File: config.mk
export PLATFORM = sky130hd
export DESIGN_NAME = hex_float_string_parser_flat
export DESIGN_NICKNAME = d
export VERILOG_FILES = /design/src/hdl/hfsp_pkg.sv /design/src/hdl/hfsp_in_if.sv /design/src/hdl/hfsp_out_if.sv /design/src/hdl/hfsp_parse.sv /design/src/hdl/hfsp_scale.sv /design/src/hdl/hex_float_string_parser.sv /design/src/flat_wrapper.sv
export SDC_FILE = /design/constraint.sdc
export NUM_CORES = 2
export LEC_CHECK = 0
export ABC_AREA = 1
export BUFFER_PORTS_ARGS = -buffer_cell sky130_fd_sc_hd__buf_2
export CAP_MARGIN = 20
export CORE_MARGIN = 10
export CORE_UTILIZATION = 45
export DETAILED_ROUTE_END_ITERATION = 10
export GPL_ROUTABILITY_DRIVEN = 0
export PLACE_DENSITY = 0.64
export SLEW_MARGIN = 5
export SYNTH_ARGS = -nofsm -noshare
export SYNTH_HDL_FRONTEND = slang
export SYNTH_SLANG_ARGS = --single-unit
File: constraint.sdc
create_clock -name clk -period 10.53 [get_ports clk]
set_input_delay 1.5795 -clock clk [delete_from_list [all_inputs] [get_ports clk]]
set_output_delay 1.5795 -clock clk [all_outputs]
set_load 0.1 [all_outputs]
File: src/hdl/hfsp_pkg.sv
// hfsp_pkg: types, codes and helper functions of the hex float string parser
// no dependencies; used by hfsp_parse, hfsp_scale, the top level and the testbench
package hfsp_pkg;

  localparam int SIG_W = 53;  // double significand with hidden bit
  localparam int LEN_W = 11;  // bit length of the accumulated integer
  localparam int ESC_W = 24;  // signed binary scale and biased exponent
  localparam logic [LEN_W-1:0] LEN_MAX = 11'd1024;

  typedef enum logic [3:0] {
    PH_LEAD, PH_ZERO, PH_X, PH_INT, PH_FRAC,
    PH_ESIGN, PH_EDIG1, PH_EDIGS, PH_TRAIL, PH_ERR
  } phase_t;

  typedef enum logic [1:0] {
    ST_OK      = 2'd0,
    ST_HAS_N   = 2'd1,
    ST_NOT_HEX = 2'd2,
    ST_BAD     = 2'd3
  } status_t;

  // mantissa: value is m when len <= 53, else m * 2^(len-53)
  typedef struct packed {
    logic             inf;
    logic [LEN_W-1:0] len;
    logic [SIG_W-1:0] m;
  } mant_t;

  // parsed string handed to the scaling stages
  typedef struct packed {
    logic             sign;
    mant_t            mant;
    logic [ESC_W-1:0] scale;
    status_t          status;
  } snap_t;

  function automatic logic is_ws(logic [7:0] c);
    return c == 8'h20 || (c >= 8'h09 && c <= 8'h0D);
  endfunction

  function automatic logic is_dec(logic [7:0] c);
    return c >= "0" && c <= "9";
  endfunction

  // hex digit value in [3:0], valid in [4]
  function automatic logic [4:0] hex_val(logic [7:0] c);
    logic [7:0] t;
    t = 8'd0;
    if (c >= "0" && c <= "9") begin
      t = c - 8'h30;
      return {1'b1, t[3:0]};
    end else if (c >= "a" && c <= "f") begin
      t = c - 8'h57;
      return {1'b1, t[3:0]};
    end else if (c >= "A" && c <= "F") begin
      t = c - 8'h37;
      return {1'b1, t[3:0]};
    end
    return 5'd0;
  endfunction

  // value * 16 + d, rounded to nearest even
  function automatic mant_t mant_step(mant_t cur, logic [3:0] d);
    mant_t       r;
    logic [56:0] w;
    logic [53:0] q;
    logic        half;
    logic        sticky;
    r = cur;
    w = {cur.m, 4'b0000} | {53'd0, d};
    q = '0;
    half = 1'b0;
    sticky = 1'b0;
    if (!cur.inf) begin
      if (cur.len == '0) begin
        r.m = {49'd0, d};
        if (d[3]) r.len = 11'd4;
        else if (d[2]) r.len = 11'd3;
        else if (d[1]) r.len = 11'd2;
        else if (d[0]) r.len = 11'd1;
        else r.len = 11'd0;
      end else if (cur.len <= 11'd49) begin
        r.m = w[52:0];
        r.len = cur.len + 11'd4;
      end else if (cur.len <= 11'd53) begin
        case (cur.len)
          11'd50: begin
            q = {1'b0, w[53:1]};
            half = w[0];
          end
          11'd51: begin
            q = {1'b0, w[54:2]};
            half = w[1];
            sticky = w[0];
          end
          11'd52: begin
            q = {1'b0, w[55:3]};
            half = w[2];
            sticky = |w[1:0];
          end
          default: begin
            q = {1'b0, w[56:4]};
            half = w[3];
            sticky = |w[2:0];
          end
        endcase
        if (half && (sticky || q[0])) q = q + 54'd1;
        if (q[53]) begin
          r.m = q[53:1];
          r.len = cur.len + 11'd5;
        end else begin
          r.m = q[52:0];
          r.len = cur.len + 11'd4;
        end
      end else begin
        r.len = cur.len + 11'd4;
      end
      if (r.len > LEN_MAX) r.inf = 1'b1;
    end
    return r;
  endfunction

endpackage

File: src/hdl/hfsp_in_if.sv
// hfsp_in_if: character channel of the hex float string parser
// depends on nothing
interface hfsp_in_if;
  logic       valid;
  logic       ready;
  logic [7:0] ch;
  logic       last;
  modport source (output valid, ch, last, input ready);
  modport sink (input valid, ch, last, output ready);
endinterface

File: src/hdl/hfsp_out_if.sv
// hfsp_out_if: result channel of the hex float string parser
// depends on nothing
interface hfsp_out_if;
  logic        valid;
  logic        ready;
  logic [63:0] value_bits;
  logic [1:0]  status;
  modport source (output valid, value_bits, status, input ready);
  modport sink (input valid, value_bits, status, output ready);
endinterface

File: src/hdl/hfsp_parse.sv
// hfsp_parse: input register, syntax state machine and mantissa accumulation
// depends on hfsp_pkg
module hfsp_parse #(
  parameter int EXP_SATURATE = 65535
) (
  input  logic           clk,
  input  logic           rst,
  input  logic           en,
  input  logic           in_valid,
  input  logic [7:0]     ch,
  input  logic           last,
  output logic           snap_valid,
  output hfsp_pkg::snap_t snap
);
  localparam int EW = $clog2(EXP_SATURATE + 1);

  logic                v1;
  logic [7:0]          ch_r;
  logic                last_r;

  hfsp_pkg::phase_t    phase, phase_next;
  hfsp_pkg::mant_t     mant, mant_next;
  logic                negative, negative_next;
  logic                int_seen, int_seen_next;
  logic [15:0]         frac_cnt, frac_cnt_next;
  logic [EW-1:0]       exp_acc, exp_acc_next;
  logic                exp_neg, exp_neg_next;
  logic                saw_n, saw_n_next;
  logic                saw_x, saw_x_next;

  logic [4:0]          hv;
  logic                any_cur, any_next, ok;
  logic [EW+3:0]       exp_sum;
  logic [hfsp_pkg::ESC_W-1:0] exp_mag, scale_calc;
  hfsp_pkg::snap_t     snap_next;

  always_comb begin
    hv = hfsp_pkg::hex_val(ch_r);
    any_cur = int_seen || frac_cnt != 16'd0;
    exp_sum = ((EW+4)'(exp_acc) << 3) + ((EW+4)'(exp_acc) << 1) + (EW+4)'(ch_r - 8'h30);
    phase_next = phase;
    mant_next = mant;
    negative_next = negative;
    int_seen_next = int_seen;
    frac_cnt_next = frac_cnt;
    exp_acc_next = exp_acc;
    exp_neg_next = exp_neg;
    saw_n_next = saw_n || ch_r == "n" || ch_r == "N";
    saw_x_next = saw_x || ch_r == "x" || ch_r == "X";
    case (phase)
      hfsp_pkg::PH_LEAD: begin
        if (!hfsp_pkg::is_ws(ch_r)) begin
          if (ch_r == "-") begin
            negative_next = 1'b1;
            phase_next = hfsp_pkg::PH_ZERO;
          end else if (ch_r == "+") phase_next = hfsp_pkg::PH_ZERO;
          else if (ch_r == "0") phase_next = hfsp_pkg::PH_X;
          else phase_next = hfsp_pkg::PH_ERR;
        end
      end
      hfsp_pkg::PH_ZERO: begin
        phase_next = (ch_r == "0") ? hfsp_pkg::PH_X : hfsp_pkg::PH_ERR;
      end
      hfsp_pkg::PH_X: begin
        phase_next = (ch_r == "x" || ch_r == "X") ? hfsp_pkg::PH_INT : hfsp_pkg::PH_ERR;
      end
      hfsp_pkg::PH_INT, hfsp_pkg::PH_FRAC: begin
        if (hv[4]) begin
          mant_next = hfsp_pkg::mant_step(mant, hv[3:0]);
          if (phase == hfsp_pkg::PH_INT) int_seen_next = 1'b1;
          else if (frac_cnt != 16'hFFFF) frac_cnt_next = frac_cnt + 16'd1;
        end else if (ch_r == "." && phase == hfsp_pkg::PH_INT) begin
          phase_next = hfsp_pkg::PH_FRAC;
        end else if (ch_r == "p" || ch_r == "P") begin
          phase_next = any_cur ? hfsp_pkg::PH_ESIGN : hfsp_pkg::PH_ERR;
        end else if (hfsp_pkg::is_ws(ch_r)) begin
          phase_next = any_cur ? hfsp_pkg::PH_TRAIL : hfsp_pkg::PH_ERR;
        end else phase_next = hfsp_pkg::PH_ERR;
      end
      hfsp_pkg::PH_ESIGN: begin
        if (ch_r == "-") begin
          exp_neg_next = 1'b1;
          phase_next = hfsp_pkg::PH_EDIG1;
        end else if (ch_r == "+") phase_next = hfsp_pkg::PH_EDIG1;
        else if (hfsp_pkg::is_dec(ch_r)) begin
          exp_acc_next = (exp_sum > (EW+4)'(EXP_SATURATE)) ? EW'(EXP_SATURATE)
                                                           : exp_sum[EW-1:0];
          phase_next = hfsp_pkg::PH_EDIGS;
        end else phase_next = hfsp_pkg::PH_ERR;
      end
      hfsp_pkg::PH_EDIG1, hfsp_pkg::PH_EDIGS: begin
        if (hfsp_pkg::is_dec(ch_r)) begin
          exp_acc_next = (exp_sum > (EW+4)'(EXP_SATURATE)) ? EW'(EXP_SATURATE)
                                                           : exp_sum[EW-1:0];
          phase_next = hfsp_pkg::PH_EDIGS;
        end else if (phase == hfsp_pkg::PH_EDIGS && hfsp_pkg::is_ws(ch_r)) begin
          phase_next = hfsp_pkg::PH_TRAIL;
        end else phase_next = hfsp_pkg::PH_ERR;
      end
      hfsp_pkg::PH_TRAIL: begin
        if (!hfsp_pkg::is_ws(ch_r)) phase_next = hfsp_pkg::PH_ERR;
      end
      default: phase_next = hfsp_pkg::PH_ERR;
    endcase

    // result of the finished string
    any_next = int_seen_next || frac_cnt_next != 16'd0;
    ok = phase_next == hfsp_pkg::PH_EDIGS || phase_next == hfsp_pkg::PH_TRAIL ||
         ((phase_next == hfsp_pkg::PH_INT || phase_next == hfsp_pkg::PH_FRAC) && any_next);
    exp_mag = hfsp_pkg::ESC_W'(exp_acc_next);
    scale_calc = (exp_neg_next ? -exp_mag : exp_mag) -
                 hfsp_pkg::ESC_W'({frac_cnt_next, 2'b00});
    snap_next.sign = negative_next;
    snap_next.mant = mant_next;
    snap_next.scale = scale_calc;
    if (saw_n_next) snap_next.status = hfsp_pkg::ST_HAS_N;
    else if (!saw_x_next) snap_next.status = hfsp_pkg::ST_NOT_HEX;
    else if (!ok) snap_next.status = hfsp_pkg::ST_BAD;
    else snap_next.status = hfsp_pkg::ST_OK;
  end

  always_ff @(posedge clk) begin
    if (rst) begin
      v1 <= 1'b0;
      snap_valid <= 1'b0;
      phase <= hfsp_pkg::PH_LEAD;
      mant <= '0;
      negative <= 1'b0;
      int_seen <= 1'b0;
      frac_cnt <= '0;
      exp_acc <= '0;
      exp_neg <= 1'b0;
      saw_n <= 1'b0;
      saw_x <= 1'b0;
    end else if (en) begin
      v1 <= in_valid;
      snap_valid <= v1 && last_r;
      if (v1) begin
        if (last_r) begin
          phase <= hfsp_pkg::PH_LEAD;
          mant <= '0;
          negative <= 1'b0;
          int_seen <= 1'b0;
          frac_cnt <= '0;
          exp_acc <= '0;
          exp_neg <= 1'b0;
          saw_n <= 1'b0;
          saw_x <= 1'b0;
        end else begin
          phase <= phase_next;
          mant <= mant_next;
          negative <= negative_next;
          int_seen <= int_seen_next;
          frac_cnt <= frac_cnt_next;
          exp_acc <= exp_acc_next;
          exp_neg <= exp_neg_next;
          saw_n <= saw_n_next;
          saw_x <= saw_x_next;
        end
      end
    end
  end

  always_ff @(posedge clk) begin
    if (en) begin
      ch_r <= ch;
      last_r <= last;
      snap <= snap_next;
    end
  end

endmodule

File: src/hdl/hfsp_scale.sv
// hfsp_scale: normalize stage and ldexp rounding stage with the result register
// depends on hfsp_pkg
module hfsp_scale (
  input  logic            clk,
  input  logic            rst,
  input  logic            en,
  input  logic            snap_valid,
  input  hfsp_pkg::snap_t snap,
  output logic            res_valid,
  output logic [63:0]     value_bits,
  output logic [1:0]      status
);
  // normalize stage registers
  logic                       v3;
  logic                       sign3, inf3, zero3;
  logic [52:0]                mn3;
  logic signed [hfsp_pkg::ESC_W-1:0] rb3;
  hfsp_pkg::status_t          st3;

  logic [52:0]                mn_calc;
  logic [5:0]                 lsh;
  logic signed [hfsp_pkg::ESC_W-1:0] rb_calc, sh;
  logic [5:0]                 sh6;
  logic [52:0]                q, rem_mask;
  logic                       half, sticky;
  logic [63:0]                bits_calc;

  always_comb begin
    lsh = 6'd53 - snap.mant.len[5:0];
    mn_calc = (snap.mant.len >= 11'd53) ? snap.mant.m : (snap.mant.m << lsh);
    // biased exponent of the leading bit
    rb_calc = $signed(hfsp_pkg::ESC_W'(snap.mant.len)) + 24'sd1022 + $signed(snap.scale);
  end

  always_comb begin
    sh = 24'sd1 - rb3;
    sh6 = sh[5:0];
    q = mn3 >> sh6;
    rem_mask = (53'd1 << (sh6 - 6'd1)) - 53'd1;
    half = mn3[sh6 - 6'd1];
    sticky = |(mn3 & rem_mask);
    bits_calc = '0;
    if (st3 != hfsp_pkg::ST_OK) bits_calc = '0;
    else if (inf3) bits_calc = {sign3, 11'h7FF, 52'd0};
    else if (zero3) bits_calc = {sign3, 63'd0};
    else if (rb3 >= 24'sd2047) bits_calc = {sign3, 11'h7FF, 52'd0};
    else if (rb3 >= 24'sd1) bits_calc = {sign3, rb3[10:0], mn3[51:0]};
    else if (sh >= 24'sd54) bits_calc = {sign3, 63'd0};
    else begin
      if (half && (sticky || q[0])) q = q + 53'd1;
      bits_calc = {sign3, 10'd0, q};
    end
  end

  always_ff @(posedge clk) begin
    if (rst) begin
      v3 <= 1'b0;
      res_valid <= 1'b0;
    end else if (en) begin
      v3 <= snap_valid;
      res_valid <= v3;
    end
  end

  always_ff @(posedge clk) begin
    if (en) begin
      sign3 <= snap.sign;
      inf3 <= snap.mant.inf;
      zero3 <= snap.mant.len == '0;
      mn3 <= mn_calc;
      rb3 <= rb_calc;
      st3 <= snap.status;
      value_bits <= bits_calc;
      status <= st3;
    end
  end

endmodule

File: src/hdl/hex_float_string_parser.sv
// hex_float_string_parser: top level of the hexadecimal float string parser
// depends on hfsp_pkg, hfsp_in_if, hfsp_out_if, hfsp_parse, hfsp_scale
//
// usage
//   in_ch carries one character per transaction (ch, last); last marks the
//   final character of a string. out_ch carries one transaction per string:
//   the double bit pattern in value_bits and status (0 ok, 1 has n or N,
//   2 not hexadecimal, 3 malformed); value_bits is zero unless ok.
// throughput
//   one character per cycle while out_ch takes results; a new string may start right after
//   the last character of the previous one.
// pipeline
//   the input register loads at the transaction of the last character, then
//   the parse snapshot, normalize register and result register load in
//   that order, and out_ch.valid rises with the result register.
// reset
//   rst (synchronous) empties the pipeline and returns the parser to the
//   leading whitespace state.
// stall
//   while out_ch holds a result that is not taken, the whole pipeline holds
//   and in_ch.ready is low; a taken result frees the pipeline in that cycle.
module hex_float_string_parser #(
  parameter int EXP_SATURATE = 65535
) (
  input logic       clk,
  input logic       rst,
  hfsp_in_if.sink   in_ch,
  hfsp_out_if.source out_ch
);
  logic            en;
  logic            snap_valid;
  hfsp_pkg::snap_t snap;

  // pipeline advances when the result register is empty or being drained
  assign en = !out_ch.valid || out_ch.ready;
  assign in_ch.ready = en;

  hfsp_parse #(
    .EXP_SATURATE(EXP_SATURATE)
  ) u_parse (
    .clk        (clk),
    .rst        (rst),
    .en         (en),
    .in_valid   (in_ch.valid),
    .ch         (in_ch.ch),
    .last       (in_ch.last),
    .snap_valid (snap_valid),
    .snap       (snap)
  );

  hfsp_scale u_scale (
    .clk        (clk),
    .rst        (rst),
    .en         (en),
    .snap_valid (snap_valid),
    .snap       (snap),
    .res_valid  (out_ch.valid),
    .value_bits (out_ch.value_bits),
    .status     (out_ch.status)
  );

endmodule

File: src/flat_wrapper.sv
// flat-port wrapper written by rule: the top's interface ports become plain ports
module hex_float_string_parser_flat 
#(
  parameter int EXP_SATURATE = 65535
)
  (clk, rst, in_ch_valid, in_ch_ch, in_ch_last, in_ch_ready, out_ch_valid, out_ch_value_bits, out_ch_status, out_ch_ready);
  hfsp_in_if in_ch_i ();
  hfsp_out_if out_ch_i ();
  input logic clk;
  input logic rst;
  input wire logic [$bits(in_ch_i.valid)-1:0] in_ch_valid;
  input wire logic [$bits(in_ch_i.ch)-1:0] in_ch_ch;
  input wire logic [$bits(in_ch_i.last)-1:0] in_ch_last;
  output wire logic [$bits(in_ch_i.ready)-1:0] in_ch_ready;
  output wire logic [$bits(out_ch_i.valid)-1:0] out_ch_valid;
  output wire logic [$bits(out_ch_i.value_bits)-1:0] out_ch_value_bits;
  output wire logic [$bits(out_ch_i.status)-1:0] out_ch_status;
  input wire logic [$bits(out_ch_i.ready)-1:0] out_ch_ready;
  assign in_ch_i.valid = in_ch_valid;
  assign in_ch_i.ch = in_ch_ch;
  assign in_ch_i.last = in_ch_last;
  assign in_ch_ready = in_ch_i.ready;
  assign out_ch_valid = out_ch_i.valid;
  assign out_ch_value_bits = out_ch_i.value_bits;
  assign out_ch_status = out_ch_i.status;
  assign out_ch_i.ready = out_ch_ready;
  hex_float_string_parser #(.EXP_SATURATE(EXP_SATURATE)) u_core (.clk(clk), .rst(rst), .in_ch(in_ch_i), .out_ch(out_ch_i));
endmodule
Yosys cells after proc, flatten, opt, wreduce, memory -nomap -nowiden
Index checks and enable logic that the tools add are counted.
W data, S select, Z words.
{ "word_totals": {"reg_bits": 359, "in_bits": 13, "wordCells": 246} }
{ "classes": {"add_sub_neg": 19, "n_lt_le_gt_ge": 17, "n_eq_ne": 27, "n_shift": 3, "n_mux": 107, "bitwise_logic": 2, "reduce_logical": 39} }
{ "op_table": {"columns": ["op", "n"], "rows": [
  ["$mux W54", 13],
  ["$mux W64", 6],
  ["$mux W65", 4],
  ["$mux W63", 4],
  ["$mux W53", 4],
  ["$mux W16", 10],
  ["$pmux W53 S3", 1],
  ["$mux W4", 15],
  ["$or A57 B4 Y57", 1],
  ["$add A54 B1 Y54 const B", 1],
  ["$add A53 B1 Y53 const B", 1],
  ["$and A53 B53 Y53", 1],
  ["$reduce_or A53 Y1", 1],
  ["$shl A1 B6 Y53 const A", 1],
  ["$shl A53 B6 Y53", 1],
  ["$shr A53 B6 Y53", 1],
  ["$sub A53 B1 Y53 const B", 1],
  ["$eq A8 B7 Y1 const B", 6],
  ["$eq A8 B6 Y1 const B", 5],
  ["$mux W1", 34],
  ["$eq A11 B6 Y1 const B", 3],
  ["$pmux W16 S2", 1],
  ["$reduce_bool A16 Y1", 2],
  ["$pmux W4 S7", 1],
  ["50 further kinds", 96]
]} }

Longest topological paths before layout
{ "depth": {"ltp_word": 37, "depth_mapped": 47, "depth_no_buf": 47} }

Modules after synthesis
From an unflattened synthesis, not the netlist that was laid out.
{ "hier_totals": {"hier_cells": 5793, "hier_area_um2": 36252.3} }
{ "modules_own_cells": {"columns": ["mod", "instances", "cells_per_inst", "area_each_um2", "seq_area_each_um2"], "rows": [
  ["hfsp_scale", 1, 3286, 19253.5, 4484.3],
  ["hfsp_parse", 1, 2505, 16991.3, 5195.0],
  ["hex_float_string_parser", 1, 2, 7.5, 0.0]
]} }

Worst setup path after synthesis
Ideal clock, no wire load.
{ "synth_path": {"path_kind": "in2reg", "start": "input out_ch_ready", "end": "register u_core.u_parse.mant[3] in the netlist's numbering", "setup_time_ns": 0.070, "arrival_time_ns": 8.997, "t_required_ns": 10.460, "path_slack_ns": 1.462, "cell_stages": 7, "n_path_buf": 1, "cell_sequence": "nor2_1 -> inv_1 -> nand2_1 -> nor2_1 -> clkbuf_1 -> o211ai_1 -> a21oi_1"} }
{ "synth_between": {"elab_chain_len": 2} }
{ "synth_rtl": {"columns": ["element", "line", "rtl"], "rows": [
  ["start: declaration", "flat_wrapper.sv:18", "input wire logic [$bits(out_ch_i.ready)-1:0] out_ch_ready;"],
  ["$logic_or A1 B1 Y1", "hex_float_string_parser.sv:35", "assign en = !out_ch.valid || out_ch.ready;"],
  ["net in_ch_ready", "flat_wrapper.sv:14", "output wire logic [$bits(in_ch_i.ready)-1:0] in_ch_ready;"],
  ["$reduce_and A2 Y1 (no source line)", null, null],
  ["end signal: assignment", "hfsp_parse.sv:151", "mant <= mant_next;"],
  ["end: declaration", "hfsp_parse.sv:22", "hfsp_pkg::mant_t mant, mant_next;"]
]} }
The timed path passes the listed nets, and every way through them passes these cells.
A chain may end at the register's enable or synchronous reset.

Worst setup path in the final report
{ "layout_path": {"start": "register u_core.u_scale.rb3[1] in the netlist's numbering", "end": "register u_core.u_scale.value_bits[52] (data pin)"} }
{ "layout_between": {"elab_chain_len": 14, "elab_cells_between_ends": 21, "classes_between": "add/sub: 4; order compare: 3; shift: 2; mux: 8; bitwise: 1; reduce/logical: 3"} }
{ "layout_rtl": {"columns": ["element", "line", "rtl"], "rows": [
  ["start: declaration", "hfsp_scale.sv:17", "logic signed [hfsp_pkg::ESC_W-1:0] rb3;"],
  ["start signal: assignment", "hfsp_scale.sv:71", "rb3 <= rb_calc;"],
  ["$sub A2 B24 Y24", "hfsp_scale.sv:36", "sh = 24'sd1 - rb3;"],
  ["$sub A6 B1 Y6", "hfsp_scale.sv:39, hfsp_scale.sv:40", null],
  ["$shl A1 B6 Y53", "hfsp_scale.sv:39", "rem_mask = (53'd1 << (sh6 - 6'd1)) - 53'd1;"],
  ["$sub A53 B1 Y53", "hfsp_scale.sv:39", null],
  ["$and A53 B53 Y53", "hfsp_scale.sv:41", "sticky = |(mn3 & rem_mask);"],
  ["$reduce_or A53 Y1", "hfsp_scale.sv:41", null],
  ["$logic_or A1 B1 Y1", "hfsp_scale.sv:50", "if (half && (sticky || q[0])) q = q + 53'd1;"],
  ["$logic_and A1 B1 Y1", "hfsp_scale.sv:50", null],
  ["$mux W53", "hfsp_scale.sv:50", null],
  ["$mux W53", "hfsp_scale.sv:48", "else if (sh >= 24'sd54) bits_calc = {sign3, 63'd0};"],
  ["$mux W63", "hfsp_scale.sv:47", "else if (rb3 >= 24'sd1) bits_calc = {sign3, rb3[10:0], mn3[51:0]};"],
  ["$mux W63 *", "hfsp_scale.sv:46", "else if (rb3 >= 24'sd2047) bits_calc = {sign3, 11'h7FF, 52'd0};"],
  ["$mux W63 *", "hfsp_scale.sv:45", "else if (zero3) bits_calc = {sign3, 63'd0};"],
  ["$mux W63 *", "hfsp_scale.sv:44", "else if (inf3) bits_calc = {sign3, 11'h7FF, 52'd0};"],
  ["end signal: assignment", "hfsp_scale.sv:73", "value_bits <= bits_calc;"],
  ["end: declaration", "hfsp_scale.sv:10", "output logic [63:0] value_bits,"]
]} }
Mark *: on every way between the ends. The rest lies on a longest branch, timed or not. The select of a mux whose other input is x is not followed.

==> results.py <==
metrics = {
    "setup_path": {
        "timing.critical_path.required_ns": 11.01,
        "crit_type": "reg2reg",
        "r2r_slack_ns": 2.63,
        "critical-path-top-delay-family": "simple AND/OR/NAND/NOR gates",
        "critical_path.reg2reg.startpoint": "u_core.u_scale.rb3[1]$_DFFE_PN_",
        "critical_path_arrival_ns": 8.38,
        "critical_path.most_common_cell": "sky130_fd_sc_hd__nand2_1",
        "cp-startpoint": "u_core.u_scale.rb3[1]$_DFFE_PN_",
        "cpPeakStageDelay_ns": 0.76,
        "crit_path_end": "u_core.u_scale.value_bits[52]$_SDFFCE_PP0N_",
        "cp.depth": 31,
        "setup.worst_path.start_class": "flip-flop",
        "worstRegToRegCells": 31,
        "timing.critical_path.fanout_max": 60,
        "cp_num_buf_inv": 8,
        "crit_path_end_kind": "flip-flop",
        "crit_path_top_delay_cell": "sky130_fd_sc_hd__inv_2",
        "reg2reg_to": "u_core.u_scale.value_bits[52]$_SDFFCE_PP0N_",
    },
    "detailed_routing": {
        "drt-total-wl_mm": 132,
        "drt-wirelength-per-cell_um": 19.3,
        "via_per_inst": 5.77,
        "detail_route.drc_violations": 0,
        "drt.antenna.violating_nets": 0,
        "first_iter_violations": 4320,
        "overall_via_count_from_detail_route": 39500,
        "detail_route.first_pass.iterations": 9,
    },
    "synth": {
        "synth-edff-count": 249,
        "postSynthCellCount": 5874,
        "syn-num-nets": 5994,
        "netlist_top_cells_area": "sky130_fd_sc_hd__edfxtp_1 21%, sky130_fd_sc_hd__nand2_1 20%, sky130_fd_sc_hd__nor2_1 6.4%",
        "yosysWarnings": 0,
        "ys_types": 65,
        "synth-seq-area-share_pct": 26.7,
        "syn-cell-area_um2": 36200,
        "yosys.cell_count.top_type": "sky130_fd_sc_hd__nand2_1",
        "synth_area_leader_cell": "sky130_fd_sc_hd__edfxtp_1",
        "syn_avg_cell_area_um2": 6.17,
        "yosys.area.top_type_share_pct": 20.6,
        "async_flop_share_pct": 0,
        "ys.flop_type": "sky130_fd_sc_hd__edfxtp_1",
        "synth.top_cells.by_count": "1976 x sky130_fd_sc_hd__nand2_1, 622 x sky130_fd_sc_hd__nor2_1, 535 x sky130_fd_sc_hd__inv_1, 423 x sky130_fd_sc_hd__nand3_1, 406 x sky130_fd_sc_hd__o21ai_0",
        "synth.ff_latch_count": 359,
    },
    "cts": {
        "clock_sinks": 359,
        "insertion_delay_ns": 0.62,
        "cts_tree": "built",
        "postCtsSetupBuffers": 0,
        "cts.repair.resized": 0,
        "maximum_root_to_sink_buffer_count": 3,
        "cts_hold_repair.buffers": 0,
        "path_clk_slew_ns": 0.06,
        "total_cts_buffers": 43,
        "h-tree-depth": 2,
        "clock_tree.root_cell": "sky130_fd_sc_hd__clkbuf_16",
    },
    "outcome": {
        "status": "finished clean",
    },
    "global_routing": {
        "vias_in_the_first_global_route": 36100,
        "grt_pass1_wl_mm": 204,
        "grt_util_all_layers_pct": 27.1,
        "grt_overflow": 0,
        "grt_antenna_before_repair": 0,
        "grt_max_degree": 110,
    },
    "timing": {
        "setup_viol_count_final": 0,
        "max_clock_freq_ghz": 0.127,
        "max_slew.worst_pin.slew_ns": 1.09,
        "hold_slack_ns": 0.426,
        "grt_setup_unrepaired": "false",
        "min_period_ns": 7.90,
        "finalHoldViolCount": 0,
        "setup_tns_ns": 0,
        "timing.max_slew.rel_slack_pct": 27.3,
        "timing.final.crit_share_pct": 75.0,
        "timing.clock.skew_ns": 0.0315,
        "fin_ws_ns": 2.63,
        "final-max-slew-violation-count": 0,
    },
    "cells_and_area": {
        "final-instance-count-excl-fill": 6850,
        "final_core_utilization_pct": 48.6,
        "area_delta_synth_final_pct": 6.62,
        "drive_gt1_share_pct": 5.79,
        "nets": 5885,
        "antenna_cells": 0,
    },
    "place": {
        "pre_cts_slack_ns": 2.43,
        "post-dp-hpwl_mm": 99.9,
        "portBuffers": 80,
        "placed_cells": 6769,
    },
    "min_path": {
        "min-delay-path-class": "reg2reg",
        "worst_hold_path.num_cells": 0,
    },
    "power_and_ir_drop": {
        "ir_worst_vdd_mv": 0.111,
        "netSwitchingPower_mw": 1.26,
        "seqPwrFrac_pct": 39.5,
        "p_per_area_nw_per_um2": 101,
        "power_switching_share_pct": 32.2,
        "power.share.clock_pct": 41.0,
        "comb_power_share_pct": 19.5,
        "power.leakage_nw": 17.3,
        "internal_power_mw": 2.66,
    },
    "floorplanning": {
        "floorplan.initialDensity_pct": 45.6,
        "top_level_ports": 81,
        "total_die_area_um2": 92200,
        "rows": 103,
        "die_h_um": 304,
        "coreArea_um2": 79400,
        "die_w_um": 304,
    },
    "flow_run": {
        "drv.max_cap_violation_count": 0,
    },
}
==> worst reg2reg max path, delay by kind of cell, from the launching register on <==
kind	cells	cell delay, ns
simple gates	21	3.94
flops	1	0.36
fa+ha+maj	1	0.35
buf+inv	8	2.65
compound gates	1	0.46
==> per-layer routing <==
layer | GRT usage (%) | routed length [um]
met1 | 35.4 | 54700
met2 | 42.5 | 57400
met3 | 3.91 | 11900
met4 | 15.1 | 8270
met5 | 0 | 0
==> final cells by class <==
type                            count  area, um^2
Inverter                          565        2130
Timing Repair Buffer              128         763
Multi-Input combinational cell   4668       23200
Fill cell                        8359       40800
Clock buffer                       52        1110
Clock inverter                     28         413
Sequential cell                   359        9680
Tap cell                         1050        1310
==> power groups by stage <==
stage | Combinational, mW | Clock (mW) | Sequential, mW
final | 0.764 | 1.60 | 1.55
after global routing | 0.842 | 1.68 | 1.55
after CTS | 0.740 | 1.63 | 1.55
after detailed placement | 0.737 | 0 | 1.58
after global placement | 0.733 | 0 | 1.57
after floorplan | 0.532 | 0 | 1.59
==> layout by cell type (no fill, tap or decap), types with 36 or more instances in the layout <==
| master | n |
|---|---|
| sky130_fd_sc_hd__a21oi_1 | 285 |
| sky130_fd_sc_hd__buf_2 | 79 |
| sky130_fd_sc_hd__nor3_1 | 67 |
| sky130_fd_sc_hd__edfxtp_1 | 249 |
| sky130_fd_sc_hd__o22ai_1 | 37 |
| sky130_fd_sc_hd__o21ai_1 | 39 |
| sky130_fd_sc_hd__inv_1 | 534 |
| sky130_fd_sc_hd__nand4_1 | 109 |
| sky130_fd_sc_hd__or2_2 | 36 |
| sky130_fd_sc_hd__nand3_1 | 423 |
| sky130_fd_sc_hd__xor2_1 | 125 |
| sky130_fd_sc_hd__o211ai_1 | 121 |
| sky130_fd_sc_hd__nor2_1 | 618 |
| sky130_fd_sc_hd__o21ai_0 | 405 |
| sky130_fd_sc_hd__mux2i_1 | 57 |
| sky130_fd_sc_hd__ha_1 | 90 |
| sky130_fd_sc_hd__nand2_1 | 1974 |
| sky130_fd_sc_hd__clkbuf_16 | 43 |
| sky130_fd_sc_hd__dfxtp_1 | 110 |
| sky130_fd_sc_hd__xnor2_1 | 49 |
| sky130_fd_sc_hd__buf_4 | 49 |
==> cell families (layout without fill, tap and decap cells) <==
| kind of cell | count (synthesis) | count (layout) | share of synthesized area (%) |
|---|---|---|---|
| AND/OR/NAND/NOR | 3346 | 3346 | 38.6 |
| AO/OA/AOI/OAI | 983 | 983 | 15.4 |
| buffers and inverters | 847 | 773 | 9.38 |
| flip-flops | 359 | 359 | 26.7 |
| XOR/XNOR | 175 | 175 | 4.23 |
| adder cells (fa/ha/maj) | 107 | 107 | 4.05 |
| multiplexers | 57 | 57 | 1.58 |
==> registers in the layout, indices dropped and copies added, names as in the netlist, 8 cells and up <==
name / flops
u_core.u_parse.snap: 92
u_core.u_scale.value_bits: 64
u_core.u_parse.ch_r: 8
u_core.u_scale.rb3: 24
u_core.u_parse.frac_cnt: 16
u_core.u_scale.mn3: 53
u_core.u_parse.mant: 65
u_core.u_parse.exp_acc: 16
==> worst min-delay path by stage <==
stage	from	end	slack, ns
after floorplan	u_core.u_parse.snap[90]$_DFFE_PN_	u_core.u_scale.inf3$_DFFE_PN_	0.40
after global placement	u_core.u_parse.snap[91]$_DFFE_PN_	u_core.u_scale.sign3$_DFFE_PN_	0.41
after detailed placement	u_core.u_parse.snap[91]$_DFFE_PN_	u_core.u_scale.sign3$_DFFE_PN_	0.41
after CTS	u_core.u_parse.snap[0]$_SDFFCE_PN1N_	u_core.u_scale.st3[0]$_DFFE_PN_	0.43
after global routing	u_core.u_parse.snap[1]$_SDFFCE_PN0N_	u_core.u_scale.st3[1]$_DFFE_PN_	0.44
final	u_core.u_parse.snap[0]$_SDFFCE_PN1N_	u_core.u_scale.st3[0]$_DFFE_PN_	0.43
==> through the flow <==
stage | power (mW) | cell area [um^2]
final | 3.91 | 38600
after global routing | 4.07 | 38600
after CTS | 3.92 | 38600
after detailed placement | 2.31 | 37100
after global placement | 2.31 | 37100
after floorplan | 2.12 | 36200
Power figures use the tool's default switching activity.
